--- config.mk ---
export PLATFORM = sky130hd
export DESIGN_NAME = ndef_message_parser
export DESIGN_NICKNAME = d
export VERILOG_FILES = /design/src/sv/ndefp_pkg.sv /design/src/sv/ndefp_step.sv /design/src/sv/ndef_message_parser.sv
export SDC_FILE = /design/constraint.sdc
export NUM_CORES = 1
export LEC_CHECK = 0
export ABC_AREA = 1
export BUFFER_PORTS_ARGS = -buffer_cell sky130_fd_sc_hd__buf_2
export CAP_MARGIN = 20
export CORE_ASPECT_RATIO = 2
export CORE_UTILIZATION = 57
export DETAILED_ROUTE_END_ITERATION = 10
export HOLD_SLACK_MARGIN = 0.08
export PLACE_DENSITY = 0.83
export REMOVE_ABC_BUFFERS = 1
export SETUP_SLACK_MARGIN = 0.5
export SYNTH_ARGS = -nofsm -noshare
export SYNTH_HDL_FRONTEND = slang
export SYNTH_SLANG_ARGS = --single-unit
--- constraint.sdc ---
create_clock -name clk -period 3.1 [get_ports clk]
set_input_delay 0.31 -clock clk [delete_from_list [all_inputs] [get_ports clk]]
set_output_delay 0.31 -clock clk [all_outputs]
set_load 0.02 [all_outputs]
--- src/sv/ndefp_pkg.sv ---
// Shared types, constants and helpers for the NDEF message parser.
// No dependencies; imported by every module of the block.
`default_nettype none

package ndefp_pkg;

  localparam int LEN_W = 32;

  // NDEF header flag bits
  localparam logic [7:0] FLAG_MB  = 8'h80;
  localparam logic [7:0] FLAG_ME  = 8'h40;
  localparam logic [7:0] FLAG_CF  = 8'h20;
  localparam logic [7:0] FLAG_SR  = 8'h10;
  localparam logic [7:0] FLAG_IL  = 8'h08;
  localparam logic [2:0] TNF_MASK = 3'h7;
  localparam logic [2:0] TNF_UNCHANGED = 3'h6;

  typedef enum logic [2:0] {
    SEC_FLAGS   = 3'd0,
    SEC_TLEN    = 3'd1,
    SEC_PLEN    = 3'd2,
    SEC_ILEN    = 3'd3,
    SEC_TYPE    = 3'd4,
    SEC_ID      = 3'd5,
    SEC_PAYLOAD = 3'd6,
    SEC_IGNORED = 3'd7
  } section_t;

  typedef enum logic [3:0] {
    ST_BUSY             = 4'd0,
    ST_ACCEPTED         = 4'd1,
    ST_BEGIN_REPEATED   = 4'd2,
    ST_BEGIN_MISSING    = 4'd3,
    ST_END_REPEATED     = 4'd4,
    ST_BAD_CHUNK_FORMAT = 4'd5,
    ST_HEADER_CUT       = 4'd6,
    ST_CHUNK_TYPE       = 4'd7,
    ST_CONTENT_CUT      = 4'd8,
    ST_CHUNK_ID         = 4'd9,
    ST_END_MISSING      = 4'd10
  } status_t;

  typedef struct packed {
    section_t         phase;
    logic             seen_begin;
    logic             seen_end;
    logic             stopped;
    status_t          error_code;
    logic [7:0]       header_flags;
    logic [7:0]       type_len;
    logic [7:0]       id_length;
    logic [LEN_W-1:0] payload_length;
    logic [LEN_W-1:0] bytes_left;
    logic             chunk_has_data;
    logic [2:0]       held_format;
  } parse_state_t;

  typedef struct packed {
    logic [7:0] byte_value;
    section_t   section;
    logic [2:0] record_format;
    logic       record_end;
    status_t    status;
  } result_t;

  // First content section after 'after' with nonzero length; SEC_FLAGS if none.
  function automatic section_t next_section(input section_t after,
                                            input logic [7:0] tlen,
                                            input logic [7:0] ilen,
                                            input logic [LEN_W-1:0] plen);
    section_t r;
    r = SEC_FLAGS;
    if (after < SEC_TYPE && tlen != 8'd0) r = SEC_TYPE;
    else if (after < SEC_ID && ilen != 8'd0) r = SEC_ID;
    else if (after < SEC_PAYLOAD && plen != '0) r = SEC_PAYLOAD;
    return r;
  endfunction

endpackage

`default_nettype wire

--- src/sv/ndefp_step.sv ---
// One parse step: classifies a byte and computes the next parser state.
// Depends on ndefp_pkg.
`default_nettype none

module ndefp_step
  import ndefp_pkg::*;
(
  input  parse_state_t st_cur,
  input  logic [7:0]   data_byte,
  input  logic         end_of_input,
  output parse_state_t st_next,
  output result_t      res
);

  parse_state_t ns;
  status_t      stat;
  section_t     nxt;
  logic         unit_done;
  logic         header_done;
  logic         tnf6;
  logic         il;
  logic         mb;
  logic         me;
  logic [2:0]   tnf_in;
  logic [2:0]   cnt3;
  logic [2:0]   fmt;
  logic [LEN_W-1:0] bl_dec;

  always_comb begin
    ns          = st_cur;
    stat        = ST_BUSY;
    nxt         = SEC_FLAGS;
    unit_done   = 1'b0;
    header_done = 1'b0;
    mb          = (data_byte & FLAG_MB) != 8'd0;
    me          = (data_byte & FLAG_ME) != 8'd0;
    tnf_in      = data_byte[2:0] & TNF_MASK;
    cnt3        = st_cur.bytes_left[2:0] - 3'd1;
    bl_dec      = st_cur.bytes_left - LEN_W'(1);
    fmt         = 3'd0;
    res.byte_value    = data_byte;
    res.section       = SEC_IGNORED;
    res.record_format = 3'd0;
    res.record_end    = 1'b0;
    res.status        = st_cur.error_code;

    if (!st_cur.stopped) begin
      // flags byte
      if (st_cur.phase == SEC_FLAGS) begin
        ns.header_flags = data_byte;
        if (mb && st_cur.seen_begin) stat = ST_BEGIN_REPEATED;
        else if (!mb && !st_cur.seen_begin) stat = ST_BEGIN_MISSING;
        else if (me && st_cur.seen_end) stat = ST_END_REPEATED;
        else begin
          ns.seen_begin = 1'b1;
          if (me) ns.seen_end = 1'b1;
          if (tnf_in != TNF_UNCHANGED && st_cur.chunk_has_data) stat = ST_BAD_CHUNK_FORMAT;
          else if (end_of_input) stat = ST_HEADER_CUT;
          else begin
            if (tnf_in != TNF_UNCHANGED) ns.held_format = tnf_in;
            ns.phase = SEC_TLEN;
          end
        end
      end

      tnf6 = (ns.header_flags[2:0] & TNF_MASK) == TNF_UNCHANGED;
      il   = (ns.header_flags & FLAG_IL) != 8'd0;

      unique case (st_cur.phase) inside
        SEC_TLEN: begin
          ns.type_len = data_byte;
          if (end_of_input) stat = ST_HEADER_CUT;
          else if (tnf6 && data_byte != 8'd0) stat = ST_CHUNK_TYPE;
          else begin
            ns.phase          = SEC_PLEN;
            ns.bytes_left     = ((ns.header_flags & FLAG_SR) != 8'd0) ? LEN_W'(1) : LEN_W'(4);
            ns.payload_length = '0;
            ns.id_length      = 8'd0;
          end
        end
        SEC_PLEN: begin
          ns.payload_length = {st_cur.payload_length[LEN_W-9:0], data_byte};
          ns.bytes_left     = LEN_W'(cnt3);
          if (cnt3 != 3'd0 || il) begin
            if (end_of_input) stat = ST_HEADER_CUT;
            else if (cnt3 == 3'd0) ns.phase = SEC_ILEN;
          end else begin
            header_done = 1'b1;
          end
        end
        SEC_ILEN: begin
          ns.id_length = data_byte;
          header_done  = 1'b1;
        end
        SEC_TYPE, SEC_ID, SEC_PAYLOAD: begin
          ns.bytes_left = bl_dec;
          if (bl_dec == '0) begin
            nxt = next_section(st_cur.phase, ns.type_len, ns.id_length,
                               ns.payload_length);
            if (nxt == SEC_FLAGS) unit_done = 1'b1;
            else if (end_of_input) stat = ST_CONTENT_CUT;
            else ns.phase = nxt;
          end else if (end_of_input) begin
            stat = ST_CONTENT_CUT;
          end
        end
        default: begin
        end
      endcase

      if (header_done) begin
        nxt = next_section(SEC_ILEN, ns.type_len, ns.id_length, ns.payload_length);
        if (nxt != SEC_FLAGS && end_of_input) stat = ST_CONTENT_CUT;
        else if (tnf6 && il) stat = ST_CHUNK_ID;
        else if (nxt != SEC_FLAGS) ns.phase = nxt;
        else unit_done = 1'b1;
      end

      // load the byte counter for a newly entered content section
      if (ns.phase != st_cur.phase) begin
        unique case (ns.phase) inside
          SEC_TYPE:    ns.bytes_left = LEN_W'(ns.type_len);
          SEC_ID:      ns.bytes_left = LEN_W'(ns.id_length);
          SEC_PAYLOAD: ns.bytes_left = ns.payload_length;
          default: begin
          end
        endcase
      end

      fmt = ns.held_format;
      if (unit_done) begin
        ns.phase = SEC_FLAGS;
        if ((ns.header_flags & FLAG_CF) != 8'd0) begin
          ns.chunk_has_data = 1'b1;
          if (end_of_input) stat = ST_END_MISSING;
        end else begin
          res.record_end    = 1'b1;
          ns.chunk_has_data = 1'b0;
          ns.held_format    = 3'd0;
          if (ns.seen_end) stat = ST_ACCEPTED;
          else if (end_of_input) stat = ST_END_MISSING;
        end
      end

      if (stat != ST_BUSY) begin
        ns.error_code = stat;
        ns.stopped    = 1'b1;
      end

      res.section       = st_cur.phase;
      res.record_format = fmt;
      res.status        = stat;
    end else begin
      tnf6 = 1'b0;
      il   = 1'b0;
    end
    st_next = ns;
  end

endmodule

`default_nettype wire

--- src/sv/ndef_message_parser.sv ---
// Each byte passes through the input register, ndefp_step and the result register.
// Throughput: one byte per cycle; the input register and the result register
// let a new byte enter every cycle while out_ready holds high.
// Work per byte: one pass through ndefp_step (32-bit length shift/decrement and compare).
// Reset (rst, synchronous, active high): empties both registers and returns the parser
// to the start of a new message. Depends on ndefp_pkg and ndefp_step.
`default_nettype none

module ndef_message_parser
  import ndefp_pkg::*;
(
  input  wire logic       clk,
  input  wire logic       rst,
  input  wire logic       in_valid,
  output logic            in_ready,
  input  wire logic [7:0] data_byte,
  input  wire logic       end_of_input,
  output logic            out_valid,
  input  wire logic       out_ready,
  output logic [7:0]      byte_value,
  output logic [2:0]      section,
  output logic [2:0]      record_format,
  output logic            record_end,
  output logic [3:0]      status
);

  // input register
  logic       in_full;
  logic [7:0] in_byte;
  logic       in_eoi;

  // parser state and result register
  parse_state_t st;
  parse_state_t st_next;
  result_t      step_res;
  result_t      out_res;

  logic advance;
  logic in_take;

  // A byte moves into the parser when the result slot is free or being drained.
  assign advance  = in_full && (!out_valid || out_ready);
  assign in_ready = !in_full || advance;
  assign in_take  = in_valid && in_ready;

  ndefp_step u_step (
    .st_cur       (st),
    .data_byte    (in_byte),
    .end_of_input (in_eoi),
    .st_next      (st_next),
    .res          (step_res)
  );

  // control state
  always_ff @(posedge clk) begin
    if (rst) begin
      in_full   <= 1'b0;
      out_valid <= 1'b0;
      st        <= '0;
    end else begin
      in_full   <= in_take || (in_full && !advance);
      out_valid <= advance || (out_valid && !out_ready);
      if (advance) st <= st_next;
    end
  end

  // payload registers
  always_ff @(posedge clk) begin
    if (in_take) begin
      in_byte <= data_byte;
      in_eoi  <= end_of_input;
    end
    if (advance) out_res <= step_res;
  end

  assign byte_value    = out_res.byte_value;
  assign section       = out_res.section;
  assign record_format = out_res.record_format;
  assign record_end    = out_res.record_end;
  assign status        = out_res.status;

endmodule

`default_nettype wire

==> results of run 1 <==
metrics by stage:
step	worst slack, ps	hold WS [ps]
floorplan	-2435	379.1
global placement	-543.2	455.3
detailed placement	-769.3	476.7
CTS	-269.2	81.56
cell families after synthesis:
logic type,Yosys count
flops,130
xor+xnor,29
fa+ha+maj,2
simple gates,578
compound gates,283
buf+inv,224
routing by layer:
layer  GRT usage, %  GRT overflow
met1          68.00             0
met2          89.25            35
met3          47.02             0
met4          73.55            26
met5          12.36             0
what timing repair did:
action,in CTS
pin swaps,31
resized for setup,111
hold buffers,8
setup endpoints to repair,48
setup buffers,12
hold endpoints to repair,8
Yosys cell counts, types with 2 or more instances:
cell	n
inv_2	9
inv_1	154
xnor2_1	2
a22o_1	2
o22ai_1	7
xor2_1	27
dfxtp_1	102
nand2_2	9
a21oi_1	88
nor2_2	3
o2111ai_1	2
o21bai_1	12
nand4_1	26
nand3_1	84
ha_1	2
o211ai_1	13
nand4_2	2
nor4_1	8
nand3b_1	3
o31ai_1	3
a22oi_1	2
buf_6	6
buf_1	3
or2_2	3
nor2_1	156
o21ai_0	111
nand2_1	261
nand2_4	4
clkbuf_1	38
a211oi_1	2
nor3_1	10
buf_2	12
buf_4	2
a31oi_1	20
a21oi_2	9
o21ai_1	10
edfxtp_1	28
==> reports/qor.yml, run 1 <==
die:
  fp.dieH_um: 171.8
  ios: 34
  dieWidth_um: 86.89
  core.rowCount: 61
  start_util_pct: 58.81
synth:
  synth.top_cell.area_share_pct: 24.86
  synth_seq_cells: 130
  synth_async_sr_flop_share_pct: 0
  synth_top_family_by_area: "simple AND/OR/NAND/NOR gates"
  syn_area_per_cell_sq_um: 6.592
  synth-compound-area-share_pct: 19.31
  ys.flop_type: "dfxtp_1"
  synth-simple-area-share_pct: 31.13
  synth_mux_area_share_pct: 0
  yosysTopAreaCell: "dfxtp_1"
  synth_area_sq_um: 8214
  synth_cell_types: 48
  syn_inst: 1246
  ys_seq_area_share_pct: 35.10
  synth_xor_area_share_pct: 3.092
  ys_warn_count: 0
  synth-edff-count: 28
  synthAdderAreaFrac_pct: 0.3046
  ys_top_cells_by_area: "dfxtp_1, nand2_1, edfxtp_1"
status:
  error: "[ERROR GRT-0232] Routing congestion too high. Check the congestion heatmap in the GUI."
  status: "aborted with a tool error"
  stop_stage: "5_1_grt"
clock_network:
  cts_root_buf: "clkbuf_16"
  htreeDepth: 4
  cts_sinks: 130
  clk_path_buf_depth: 2
  cts_made_buffers: 17
placement:
  place_area_sq_um: 10230
  place.gp.congestion: 1.011
  placedCellCount: 1647
  dpl.hpwl_mm: 22.21
  portBuffers: 33
global_route:
  track_usage_pct: 69.08
  grt_remaining_overflow: 61
  grt_start_max_net_pins: 110
==> inputs of run 2 (changes only) <==
--- a/config.mk
+++ b/config.mk
@@ -8,13 +8,10 @@
 export ABC_AREA = 1
 export BUFFER_PORTS_ARGS = -buffer_cell sky130_fd_sc_hd__buf_2
 export CAP_MARGIN = 20
-export CORE_ASPECT_RATIO = 2
-export CORE_UTILIZATION = 57
+export CORE_UTILIZATION = 40
 export DETAILED_ROUTE_END_ITERATION = 10
-export HOLD_SLACK_MARGIN = 0.08
-export PLACE_DENSITY = 0.83
+export PLACE_DENSITY_LB_ADDON = 0.15
 export REMOVE_ABC_BUFFERS = 1
-export SETUP_SLACK_MARGIN = 0.5
 export SYNTH_ARGS = -nofsm -noshare
 export SYNTH_HDL_FRONTEND = slang
 export SYNTH_SLANG_ARGS = --single-unit
==> constraint.sdc (replaced) <==
create_clock -name clk -period 4 [get_ports clk]
set_input_delay 0.4 -clock clk [delete_from_list [all_inputs] [get_ports clk]]
set_output_delay 0.4 -clock clk [all_outputs]
set_load 0.02 [all_outputs]
==> reports/qor.yml, run 2 <==
power:
  p_per_area_nw_per_um2: 409.5
  power_switching_share_pct: 32.27
  combPwrFrac_pct: 20.4
  seq_power_share_pct: 38.6
  p_switching_w: 0.001249
  leakagePower_nw: 4.462
  p_clk_share_pct: 41.0
  ir_worst_vdd_v: 0.0002725
  p_int_w: 0.002620
synth:
  synth_top_family_by_area: "simple AND/OR/NAND/NOR gates"
  synth_xor_area_share_pct: 3.092  # unchanged
  ys_top_cells_by_area: "dfxtp_1, nand2_1, edfxtp_1"
  syn_area_per_cell_sq_um: 6.592  # unchanged
  ys.flop_type: "dfxtp_1"
  synth.top_cell.area_share_pct: 24.86  # unchanged
  synthAdderAreaFrac_pct: 0.3046  # unchanged
  ys_seq_area_share_pct: 35.10  # unchanged
  synth_cell_types: 48  # unchanged
  synth-compound-area-share_pct: 19.31  # unchanged
  synth_seq_cells: 130  # unchanged
  syn_inst: 1246  # unchanged
  yosysTopAreaCell: "dfxtp_1"
  synth_area_sq_um: 8214  # unchanged
  synth_mux_area_share_pct: 0  # unchanged
  synth_async_sr_flop_share_pct: 0  # unchanged
  ys_warn_count: 0  # unchanged
  synth_most_common_cell: "nand2_1"
  synth-simple-area-share_pct: 31.13  # unchanged
  netlist_top_cells_count: "nand2_1, nor2_1, inv_1"
  synth-edff-count: 28  # unchanged
timing:
  holdWs_ps: 144.6
  worstMarginPinSlew_ps: 1038
  slew_viol_final: 0
  rsz0062_at_grt: "false"
  setup_viol: 0
  skew_ps: 10.83
  maxSlewHeadroom_pct: 30.77
  finalHoldViolCount: 0
  fin_crit_sh_pct: 93.08
  clock.fmax_mhz: 268.6
  period_needed_ps: 3723
  setup_slack_ps: 276.8
layout:
  largest_reg_flops: 100
  final_cell_count_no_fill: 1571
  final_cell_mix: "nand2_1, inv_1, nor2_1, o21ai_0, dfxtp_1"
  layout-drive-gt1-share_pct: 12.84
  regArea_sq_um: 2883
  fillCellCount: 2142
  syn2layout_area_growth_pct: 15.03
  final_common_cell: "nand2_1"
  diodes: 0
  multiInputGateArea_sq_um: 4448
  top_register: "st"
  num-nets-final: 1303
setup_path:
  cpPeakStageDelay_ps: 480
  cp-end-kind: "register"
  crit_path_start_kind: "register"
  crit_family: "simple AND/OR/NAND/NOR gates"
  crit_fanout: 32
  critical_path_buf_inv_count: 3
  critPathSlowestCell: "edfxtp_1"
  crit_chain: "inv_1 -> nand2_1 -> nor2_1 -> nand2_1 -> nand4_4 -> nand3_4 -> buf_12 -> nand3_1 -> nand2_1 -> nor2_1 -> nand2_1 -> nor2_1 -> nand2_1 -> nor2_2 -> nand2_2 -> nand2_2 -> nand4_2 -> nand2_4 -> inv_2 -> nor2_1 -> nand2_1 -> a21oi_1 -> a21oi_1 -> a21oi_1"
  crit_top_cell: "nand2_1"
  cp_data_arrival_time_ps: 4090
  crit_required_ps: 4360
  critPathKind: "register to register"
clock_network:
  clk_pin_slew_worst_paths_ps: 70
  cts_root_buf: "clkbuf_16"
  cts_made_buffers: 17  # unchanged
  clk_path_buf_depth: 2  # unchanged
  ctsHoldBuffers: 0  # -8
  insertion_delay_ps: 430
  cts_resized: 0  # -100%
  cts_tree: "yes"
  htreeDepth: 4  # unchanged
  cts_setup_buffers: 0  # -12
  cts_sinks: 130  # unchanged
route:
  wl_mm: 25.17
  ant_nets: 0
  viasPerCell: 5.236
  drt_first_pass_iters: 5
  drt_iter0_markers: 832
  post_drt_wl_per_cell_um: 16.02
  drc: 0
  vias: 8226
global_route:
  grt_remaining_overflow: 0
  grt_pass1_vias: 7481
  antenna_found_initial: 0
  track_usage_pct: 24.29
  grt_start_max_net_pins: 110
  grt_pass1_wl_mm: 40.48
die:
  dieArea_sq_um: 21110
  start_util_pct: 40.73  # -18 points
  ios: 34  # unchanged
  fp.dieH_um: 145.3  # -15%
  core.rowCount: 52  # -15%
  dieWidth_um: 145.3  # +67%
  coreArea_sq_um: 20170
placement:
  placedCellCount: 1539  # -6.6%
  portBuffers: 33  # unchanged
  dpl.hpwl_mm: 18.32  # -18%
  place.gp.congestion: 1.008  # -0.32%
  pre_cts_ws_ps: 177.1  # +946.4 ps
worst_hold_path:
  holdCritPathClass: "input port to register"
status:
  status: "finished, final reports clean"
flow_run:
  cap_violations: 0
==> run 2: cell counts after synthesis <==
Identical to the previous run, type by type.
==> run 2: worst reg2reg max path: stages, from the launching register on <==
cell and delay (ps):
edfxtp_1 480, inv_1 150, nand2_1 60, nor2_1 100, nand2_1 100, nand4_4 140, nand3_4 80, buf_12 170
nand3_1 90, nand2_1 160, nor2_1 150, nand2_1 60, nor2_1 100, nand2_1 70, nor2_2 190, nand2_2 120
nand2_2 120, nand4_2 170, nand2_4 120, inv_2 40, nor2_1 80, nand2_1 240, a21oi_1 330, a21oi_1 180
a21oi_1 170
==> run 2: cells by family after synthesis <==
group,Yosys count
and+or+nand+nor,578
AOI/OAI and AO/OA,283
adders and majority gates,2
buffers and inverters,224
DFF,130
xor gates and xnor gates,29
==> run 2: power groups by stage <==
| stage | sequential, W | combinational (W) | clock (W) |
|---|---|---|---|
| after floorplan | 0.00152 | 0.000523 | 0 |
| after global routing | 0.00150 | 0.000880 | 0.00167 |
| final | 0.00149 | 0.000788 | 0.00159 |
| after global placement | 0.00152 | 0.000774 | 0 |
| after detailed placement | 0.00152 | 0.000774 | 0 |
| after CTS | 0.00149 | 0.000777 | 0.00161 |
==> run 2: area by class of cell <==
class,instances,share of cell area [%]
Clock inverter,14,1.655
Inverter,163,6.502
Tap cell,270,3.575
Multi-Input combinational cell,892,47.07
Sequential cell,130,30.51
Clock buffer,18,4.542
Timing Repair Buffer,84,6.144
==> run 2: through the flow <==
step                TNS, ps  instance area (sq um)  total power (W)  utilization [%]
floorplan            -97690                   7918         0.002043                -
finish                    0                   9449         0.003869            46.85
global route              0                   9449         0.004049            46.85
global placement          0                   8836         0.002295            43.81
CTS                       0                   9422         0.003879            46.71
detailed placement        0                   8836         0.002294            43.81
==> run 2: worst paths after layout <==
| kind | to | cells after the start | from | slack (ps) |
|---|---|---|---|---|
| min reg2reg | out_valid$_SDFF_PP0_ | 2 | in_full$_SDFF_PP0_ | 470 |
| min | in_byte[5]$_DFFE_PP_ | 1 | data_byte[5] | 140 |
| max reg2reg | st[27]$_SDFFE_PP0P_ | 24 | in_byte[1]$_DFFE_PP_ | 280 |
| max | st[27]$_SDFFE_PP0P_ | 24 | in_byte[1]$_DFFE_PP_ | 280 |
==> run 2: per-layer routing <==
layer,track usage (%),vias up,share of wire (%)
met5,0,-,0
met3,3.994,36,4.9
li1,-,4189,-
met2,35.12,224,42
met4,7.368,0,1.7
met1,36.55,3777,51
Power figures use the tool's default switching activity.
==> inputs of run 3 (changes only) <==
==> constraint.sdc (replaced) <==
create_clock -name clk -period 4 [get_ports clk]
set_input_delay 0.2 -clock clk [delete_from_list [all_inputs] [get_ports clk]]
set_output_delay 0.2 -clock clk [all_outputs]
set_load 0.02 [all_outputs]
==> reports/qor.yml, run 3 (synthesized netlist as in run 2, its figures left out) <==
route:
  wl_met2_mm: 10.73  # +0.99%
  viasPerCell: 5.283  # +0.90%
  met3_length_mm: 1.491  # +22%
  highest_layer: "met4"
  vias: 8353  # +1.5%
  m1WireLength_mm: 12.78  # -0.82%
  ant_nets: 0  # unchanged
  drt_iter0_markers: 901  # +8.3%
  drt_first_pass_iters: 5  # unchanged
  wl_mm: 25.40  # +0.93%
  drc: 0  # unchanged
  post_drt_wl_per_cell_um: 16.07  # +0.29%
layout:
  syn2layout_area_growth_pct: 16.18
  final_common_cell: "nand2_1"
  final_cell_area_sq_um: 9543  # +0.99%
  final_cell_mix: "nand2_1, inv_1, nor2_1, o21ai_0, dfxtp_1"
  top_register: "st"
  largest_reg_flops: 100  # unchanged
  num-nets-final: 1313  # +0.77%
  layout-drive-gt1-share_pct: 13.12  # +0.28 points
  diodes: 0  # unchanged
setup_path:
  reg2regPathDepth: 26  # +8.3%
  cp_data_arrival_time_ps: 3920  # -170 ps
  reg2reg_slack_ps: 380  # +100 ps
  crit_path_start_kind: "register"
  crit_fanout: 32  # unchanged
  r2r-start: "in_byte[0]$_DFFE_PP_"
  r2r-end: "st[5]$_SDFFE_PP0P_"
  cp-end-kind: "register"
  crit_required_ps: 4300  # -60 ps
  critPathKind: "register to register"
clock_network:
  clk_pin_slew_worst_paths_ps: 60  # about the same
  clk_path_buf_depth: 2  # unchanged
  cts_sinks: 130  # unchanged
  htreeDepth: 4  # unchanged
  cts_root_buf: "clkbuf_16"
  cts_made_buffers: 17  # unchanged
  cts_tree: "yes"
  insertion_delay_ps: 430  # about the same
placement:
  pre_cts_ws_ps: 173.1  # -4.048 ps
  place.gp.congestion: 1.013  # +0.55%
  place_area_sq_um: 8836  # unchanged
  dpl.hpwl_mm: 18.17  # -0.78%
  portBuffers: 33  # unchanged
timing:
  setup_slack_ps: 380.2  # +103.4 ps
  worstMarginPinSlew_ps: 1055  # +16.84 ps
  fin_crit_sh_pct: 90.50  # -2.6 points
  skew_ps: 16.23  # +5.400 ps
  slew_viol_final: 0  # unchanged
  clock.fmax_mhz: 276.3  # +2.9%
  maxSlewHeadroom_pct: 29.65  # -1.1 points
  finalHoldViolCount: 0  # unchanged
  period_needed_ps: 3620  # -103.4 ps
  rsz0062_at_grt: "false"
  setup_tns_ps: 0  # unchanged
  holdWs_ps: 14.89  # -129.7 ps
  setup_viol: 0  # unchanged
die:
  coreArea_sq_um: 20170  # unchanged
  ios: 34  # unchanged
  dieWidth_um: 145.3  # unchanged
  dieArea_sq_um: 21110  # unchanged
  start_util_pct: 40.73  # unchanged
  fp.dieH_um: 145.3  # unchanged
  core.rowCount: 52  # unchanged
worst_hold_path:
  whs_endpoint: "in_full$_SDFF_PP0_"
  min_path_cells: 3  # +2
  holdCritPathClass: "input port to register"
  min_from: "in_valid"
flow_run:
  cap_violations: 0  # unchanged
power:
  p_total_w: 0.003788  # -2.1%
  leakagePower_nw: 4.497  # +0.78%
  ir_worst_vdd_v: 0.0002698  # -0.98%
  p_per_area_nw_per_um2: 396.9  # -3.1%
global_route:
  grt_start_max_net_pins: 110  # unchanged
  grt_pass1_vias: 7786  # +4.1%
  track_usage_pct: 24.70  # +0.42 points
  grt_pass1_wl_mm: 41.37  # +2.2%
  antenna_found_initial: 0  # unchanged
  grt_remaining_overflow: 0  # unchanged
status:
  status: "finished, final reports clean"
## run 3: cell count changes in the layout (fill, tap and decap cells not counted), sizes merged
cell	delta
buf	+1
bufinv	-1
clkbuf	+1
clkinv	+2
clkinvlp	+1
dlygate4sd3	+9
inv	-3
## run 3: metrics by stage
step | util (%) | instances
2_1_floorplan | - | 1185
3_3_place_gp | 43.81 | 1539
3_5_place_dp | 43.81 | 1539
4_1_cts | 47.00 | 1580
5_1_grt | 47.31 | 1581
6_report | 47.31 | 1581
## run 3: power by group
part | switching (W) | total (W) | internal [W]
clock | 0.000627 | 0.00149 | 0.000867
combinational | 0.000528 | 0.000799 | 0.000271
sequential | 0.0000657 | 0.00149 | 0.00143
## run 3: metal layers
metal | global-route usage, % | up-vias
met2 | 36.47 | 262
met1 | 36.62 | 3836
li1 | - | 4217
met5 | 0 | -
met3 | 4.277 | 38
met4 | 7.000 | 0
## run 3: how the worst max path moves through the flow
| stage | startpoint | end | slack, ps | cells after the start |
|---|---|---|---|---|
| final | in_byte[0]$_DFFE_PP_ | st[5]$_SDFFE_PP0P_ | 380 | 26 |
| after global routing | in_byte[0]$_DFFE_PP_ | st[4]$_SDFFE_PP0P_ | 5 | 26 |
| after CTS | st[4]$_SDFFE_PP0P_ | st[4]$_SDFFE_PP0P_ | 150 | 27 |
| after detailed placement | st[4]$_SDFFE_PP0P_ | st[4]$_SDFFE_PP0P_ | 170 | 27 |
| after global placement | st[4]$_SDFFE_PP0P_ | st[21]$_SDFFE_PP0P_ | 190 | 26 |
| after floorplan | out_valid$_SDFF_PP0_ | st[12]$_SDFFE_PP0P_ | -1540 | 6 |
## run 3: layout make-up
type	instances	area, sq um
clock inverter	13	111.4
clock buffer	19	442.9
tap	270	337.8
inverter	163	614.3
multi-input combinational	892	4467
sequential	130	2883
timing repair buffer	94	686.9
fill	2129	10630
## run 3: what timing repair did
action / in CTS / in global routing
resized for setup: 0 / 15
setup buffers: 0 / 1
hold buffers: 9 / 0
hold endpoints to repair: 9 / 0
endpoints found under the setup margin: 0 / 36
## run 3: worst max-delay path, stage by stage (launching register included)
cell      delay (ps)
edfxtp_1         450
inv_1             80
buf_4            160
nand3_1           90
nand2_2           90
nand4_4          130
nand3_4           90
buf_12           170
nand3_1           80
nand2_1          160
nor2_1           130
nand2_1           70
nor2_1           100
nand2_1          100
nor2_4           170
nand2_2          100
nand2_2          120
nand4_2          170
nand2_4          120
inv_2             40
buf_4            140
a21oi_2          160
nand2_4          140
inv_2            140
nand2_1          110
nand3_1           80
a21oi_1           70
==> inputs of run 4 (changes only) <==
--- a/config.mk
+++ b/config.mk
@@ -9,6 +9,7 @@
 export BUFFER_PORTS_ARGS = -buffer_cell sky130_fd_sc_hd__buf_2
 export CAP_MARGIN = 20
 export CORE_UTILIZATION = 40
+export CTS_BUF_LIST = sky130_fd_sc_hd__clkbuf_16
 export DETAILED_ROUTE_END_ITERATION = 10
 export PLACE_DENSITY_LB_ADDON = 0.15
 export REMOVE_ABC_BUFFERS = 1
==> reports/qor.yml, run 4 (synthesized netlist as in run 2, its figures left out) <==
power:
  p_switching_w: 0.001222  # +0.15%
  p_total_w: 0.003768  # -0.53%
  p_clk_share_pct: 39.1  # -0.3 points
  power_switching_share_pct: 32.44  # +0.22 points
  ir_worst_vdd_v: 0.0002696  # about the same
  leakagePower_nw: 4.495  # about the same
  combPwrFrac_pct: 21.3  # +0.2 points
  seq_power_share_pct: 39.7  # +0.2 points
  p_per_area_nw_per_um2: 395.4  # -0.38%
  p_int_w: 0.002546  # -0.85%
setup_path:
  crit_top_cell: "nand2_1"
  crit_family: "simple AND/OR/NAND/NOR gates"
  r2r-start: "in_byte[0]$_DFFE_PP_"
  critical_path_buf_inv_count: 4  # -2
  path_depth: 24  # -7.7%
  reg2reg_slack_ps: 370  # about the same
  r2r-end: "st[31]$_SDFFE_PP0P_"
  crit_required_ps: 4350  # +50 ps
  cp_data_arrival_time_ps: 3980  # +60 ps
  crit_path_start_kind: "register"
  crit_chain: "inv_1 -> buf_4 -> nand3_1 -> nand2_2 -> nand4_4 -> nand3_4 -> buf_12 -> nand3_1 -> nand2_1 -> nor2_1 -> nand2_1 -> nor2_1 -> nand2_1 -> nor2_4 -> nand2_2 -> nand2_2 -> nand4_2 -> nand2_4 -> inv_2 -> nor2_1 -> nand2_1 -> a21oi_1 -> a21oi_1 -> a21oi_1"
  cpPeakStageDelay_ps: 450  # about the same
  critPathSlowestCell: "edfxtp_1"
  reg2regPathDepth: 24  # -7.7%
  critPathKind: "register to register"
  crit_fanout: 32  # unchanged
  cp-end-kind: "register"
die:
  ios: 34  # unchanged
  dieWidth_um: 145.3  # unchanged
  fp.dieH_um: 145.3  # unchanged
  start_util_pct: 40.73  # unchanged
  coreArea_sq_um: 20170  # unchanged
  core.rowCount: 52  # unchanged
  dieArea_sq_um: 21110  # unchanged
placement:
  pre_cts_ws_ps: 173.1  # unchanged
  portBuffers: 33  # unchanged
  dpl.hpwl_mm: 18.17  # unchanged
  place.gp.congestion: 1.013  # unchanged
  placedCellCount: 1539  # unchanged
  place_area_sq_um: 8836  # unchanged
global_route:
  grt_start_max_net_pins: 110  # unchanged
  grt_pass1_vias: 7786  # unchanged
  track_usage_pct: 24.70  # unchanged
  grt_pass1_wl_mm: 41.37  # unchanged
  grt_remaining_overflow: 0  # unchanged
  antenna_found_initial: 0  # unchanged
route:
  drt_iter0_markers: 943  # +4.7%
  post_drt_wl_per_cell_um: 16.06  # about the same
  drt_first_pass_iters: 6  # +1
  drc: 0  # unchanged
  ant_nets: 0  # unchanged
  vias: 8343  # -0.12%
  wl_mm: 25.40  # about the same
  viasPerCell: 5.277  # -0.12%
clock_network:
  htreeDepth: 4  # unchanged
  cts_made_buffers: 17  # unchanged
  insertion_delay_ps: 430  # about the same
  cts_tree: "yes"
  cts_sinks: 130  # unchanged
  clk_pin_slew_worst_paths_ps: 60  # about the same
  clk_path_buf_depth: 2  # unchanged
  cts_root_buf: "clkbuf_16"
worst_hold_path:
  whs_endpoint: "in_full$_SDFF_PP0_"
  min_path_cells: 3  # unchanged
  min_from: "in_valid"
  holdCritPathClass: "input port to register"
layout:
  num-nets-final: 1313  # unchanged
  layout-drive-gt1-share_pct: 12.97  # -0.15 points
  fillCellCount: 2129  # unchanged
  top_register: "st"
  diodes: 0  # unchanged
  final_cell_mix: "nand2_1, inv_1, nor2_1, o21ai_0, dfxtp_1"
  final_common_cell: "nand2_1"
  final_cell_area_sq_um: 9529  # -0.14%
  syn2layout_area_growth_pct: 16.01
  largest_reg_flops: 100  # unchanged
  final_cell_count_no_fill: 1581  # unchanged
flow_run:
  cap_violations: 0  # unchanged
timing:
  setup_slack_ps: 373.9  # -6.259 ps
  slew_viol_final: 0  # unchanged
  worstMarginPinSlew_ps: 1062  # +6.460 ps
  holdWs_ps: 14.95  # +0.05510 ps
  fin_crit_sh_pct: 90.65  # +0.16 points
  finalHoldViolCount: 0  # unchanged
  maxSlewHeadroom_pct: 29.22  # -0.43 points
  setup_viol: 0  # unchanged
  skew_ps: 17.53  # +1.296 ps
  period_needed_ps: 3626  # +6.259 ps
  rsz0062_at_grt: "false"
  clock.fmax_mhz: 275.8  # -0.17%
status:
  status: "finished, final reports clean"
run 4: changes by cell type in the layout (fill, tap and decap cells not counted), sizes merged:
cell and delta:
clkbuf -2, clkinv +1, inv +1
run 4: timing repair:
item | 4_1_cts | 5_1_grt
buffers inserted | 0 | 1
endpoints found under the hold margin | 9 | 0
setup endpoints to repair | 0 | 36
hold buffers | 9 | 0
resized for setup | 0 | 14
run 4: metal layers:
layer | global-route usage [%] | part of all wire (%)
met5 | 0 | 0
met1 | 36.62 | 50
met4 | 7.000 | 1.4
met3 | 4.277 | 6.5
met2 | 36.47 | 42
run 4: tightest hold or removal path: stages:
cell and delay, ps:
buf_2 100, inv_1 40, a21oi_1 50
run 4: how the worst max path moves through the flow:
stage,start,endpoint,slack [ps]
finish,in_byte[0]$_DFFE_PP_,st[31]$_SDFFE_PP0P_,370
floorplan,out_valid$_SDFF_PP0_,st[12]$_SDFFE_PP0P_,-1540
CTS,st[4]$_SDFFE_PP0P_,st[4]$_SDFFE_PP0P_,150
global route,in_byte[0]$_DFFE_PP_,st[4]$_SDFFE_PP0P_,6
global placement,st[4]$_SDFFE_PP0P_,st[21]$_SDFFE_PP0P_,190
detailed placement,st[4]$_SDFFE_PP0P_,st[4]$_SDFFE_PP0P_,170
run 4: cell type report:
type	instances	area, sq um	share of cell area [%]
repair buffers	94	686.9	7.209
multi-input cells	892	4463	46.84
flip-flops and latches	130	2883	30.25
well taps	270	337.8	3.545
clock inverters	15	118.9	1.247
clock buffers	17	425.4	4.464
inverters	163	614.3	6.447
run 4: power groups by stage:
stage,Combinational [W],Clock [W],Sequential (W)
2_1_floorplan,0.000523,0,0.00152
3_3_place_gp,0.000774,0,0.00152
3_5_place_dp,0.000774,0,0.00152
4_1_cts,0.000784,0.00151,0.00149
6_report,0.000801,0.00147,0.00149
5_1_grt,0.000894,0.00155,0.00150
run 4: metrics by stage:
| stage | utilization, % | setup TNS (ps) |
|---|---|---|
| floorplan | - | -95900 |
| global placement | 43.81 | 0 |
| detailed placement | 43.81 | 0 |
| CTS | 46.95 | 0 |
| global route | 47.25 | 0 |
| finish | 47.25 | 0 |
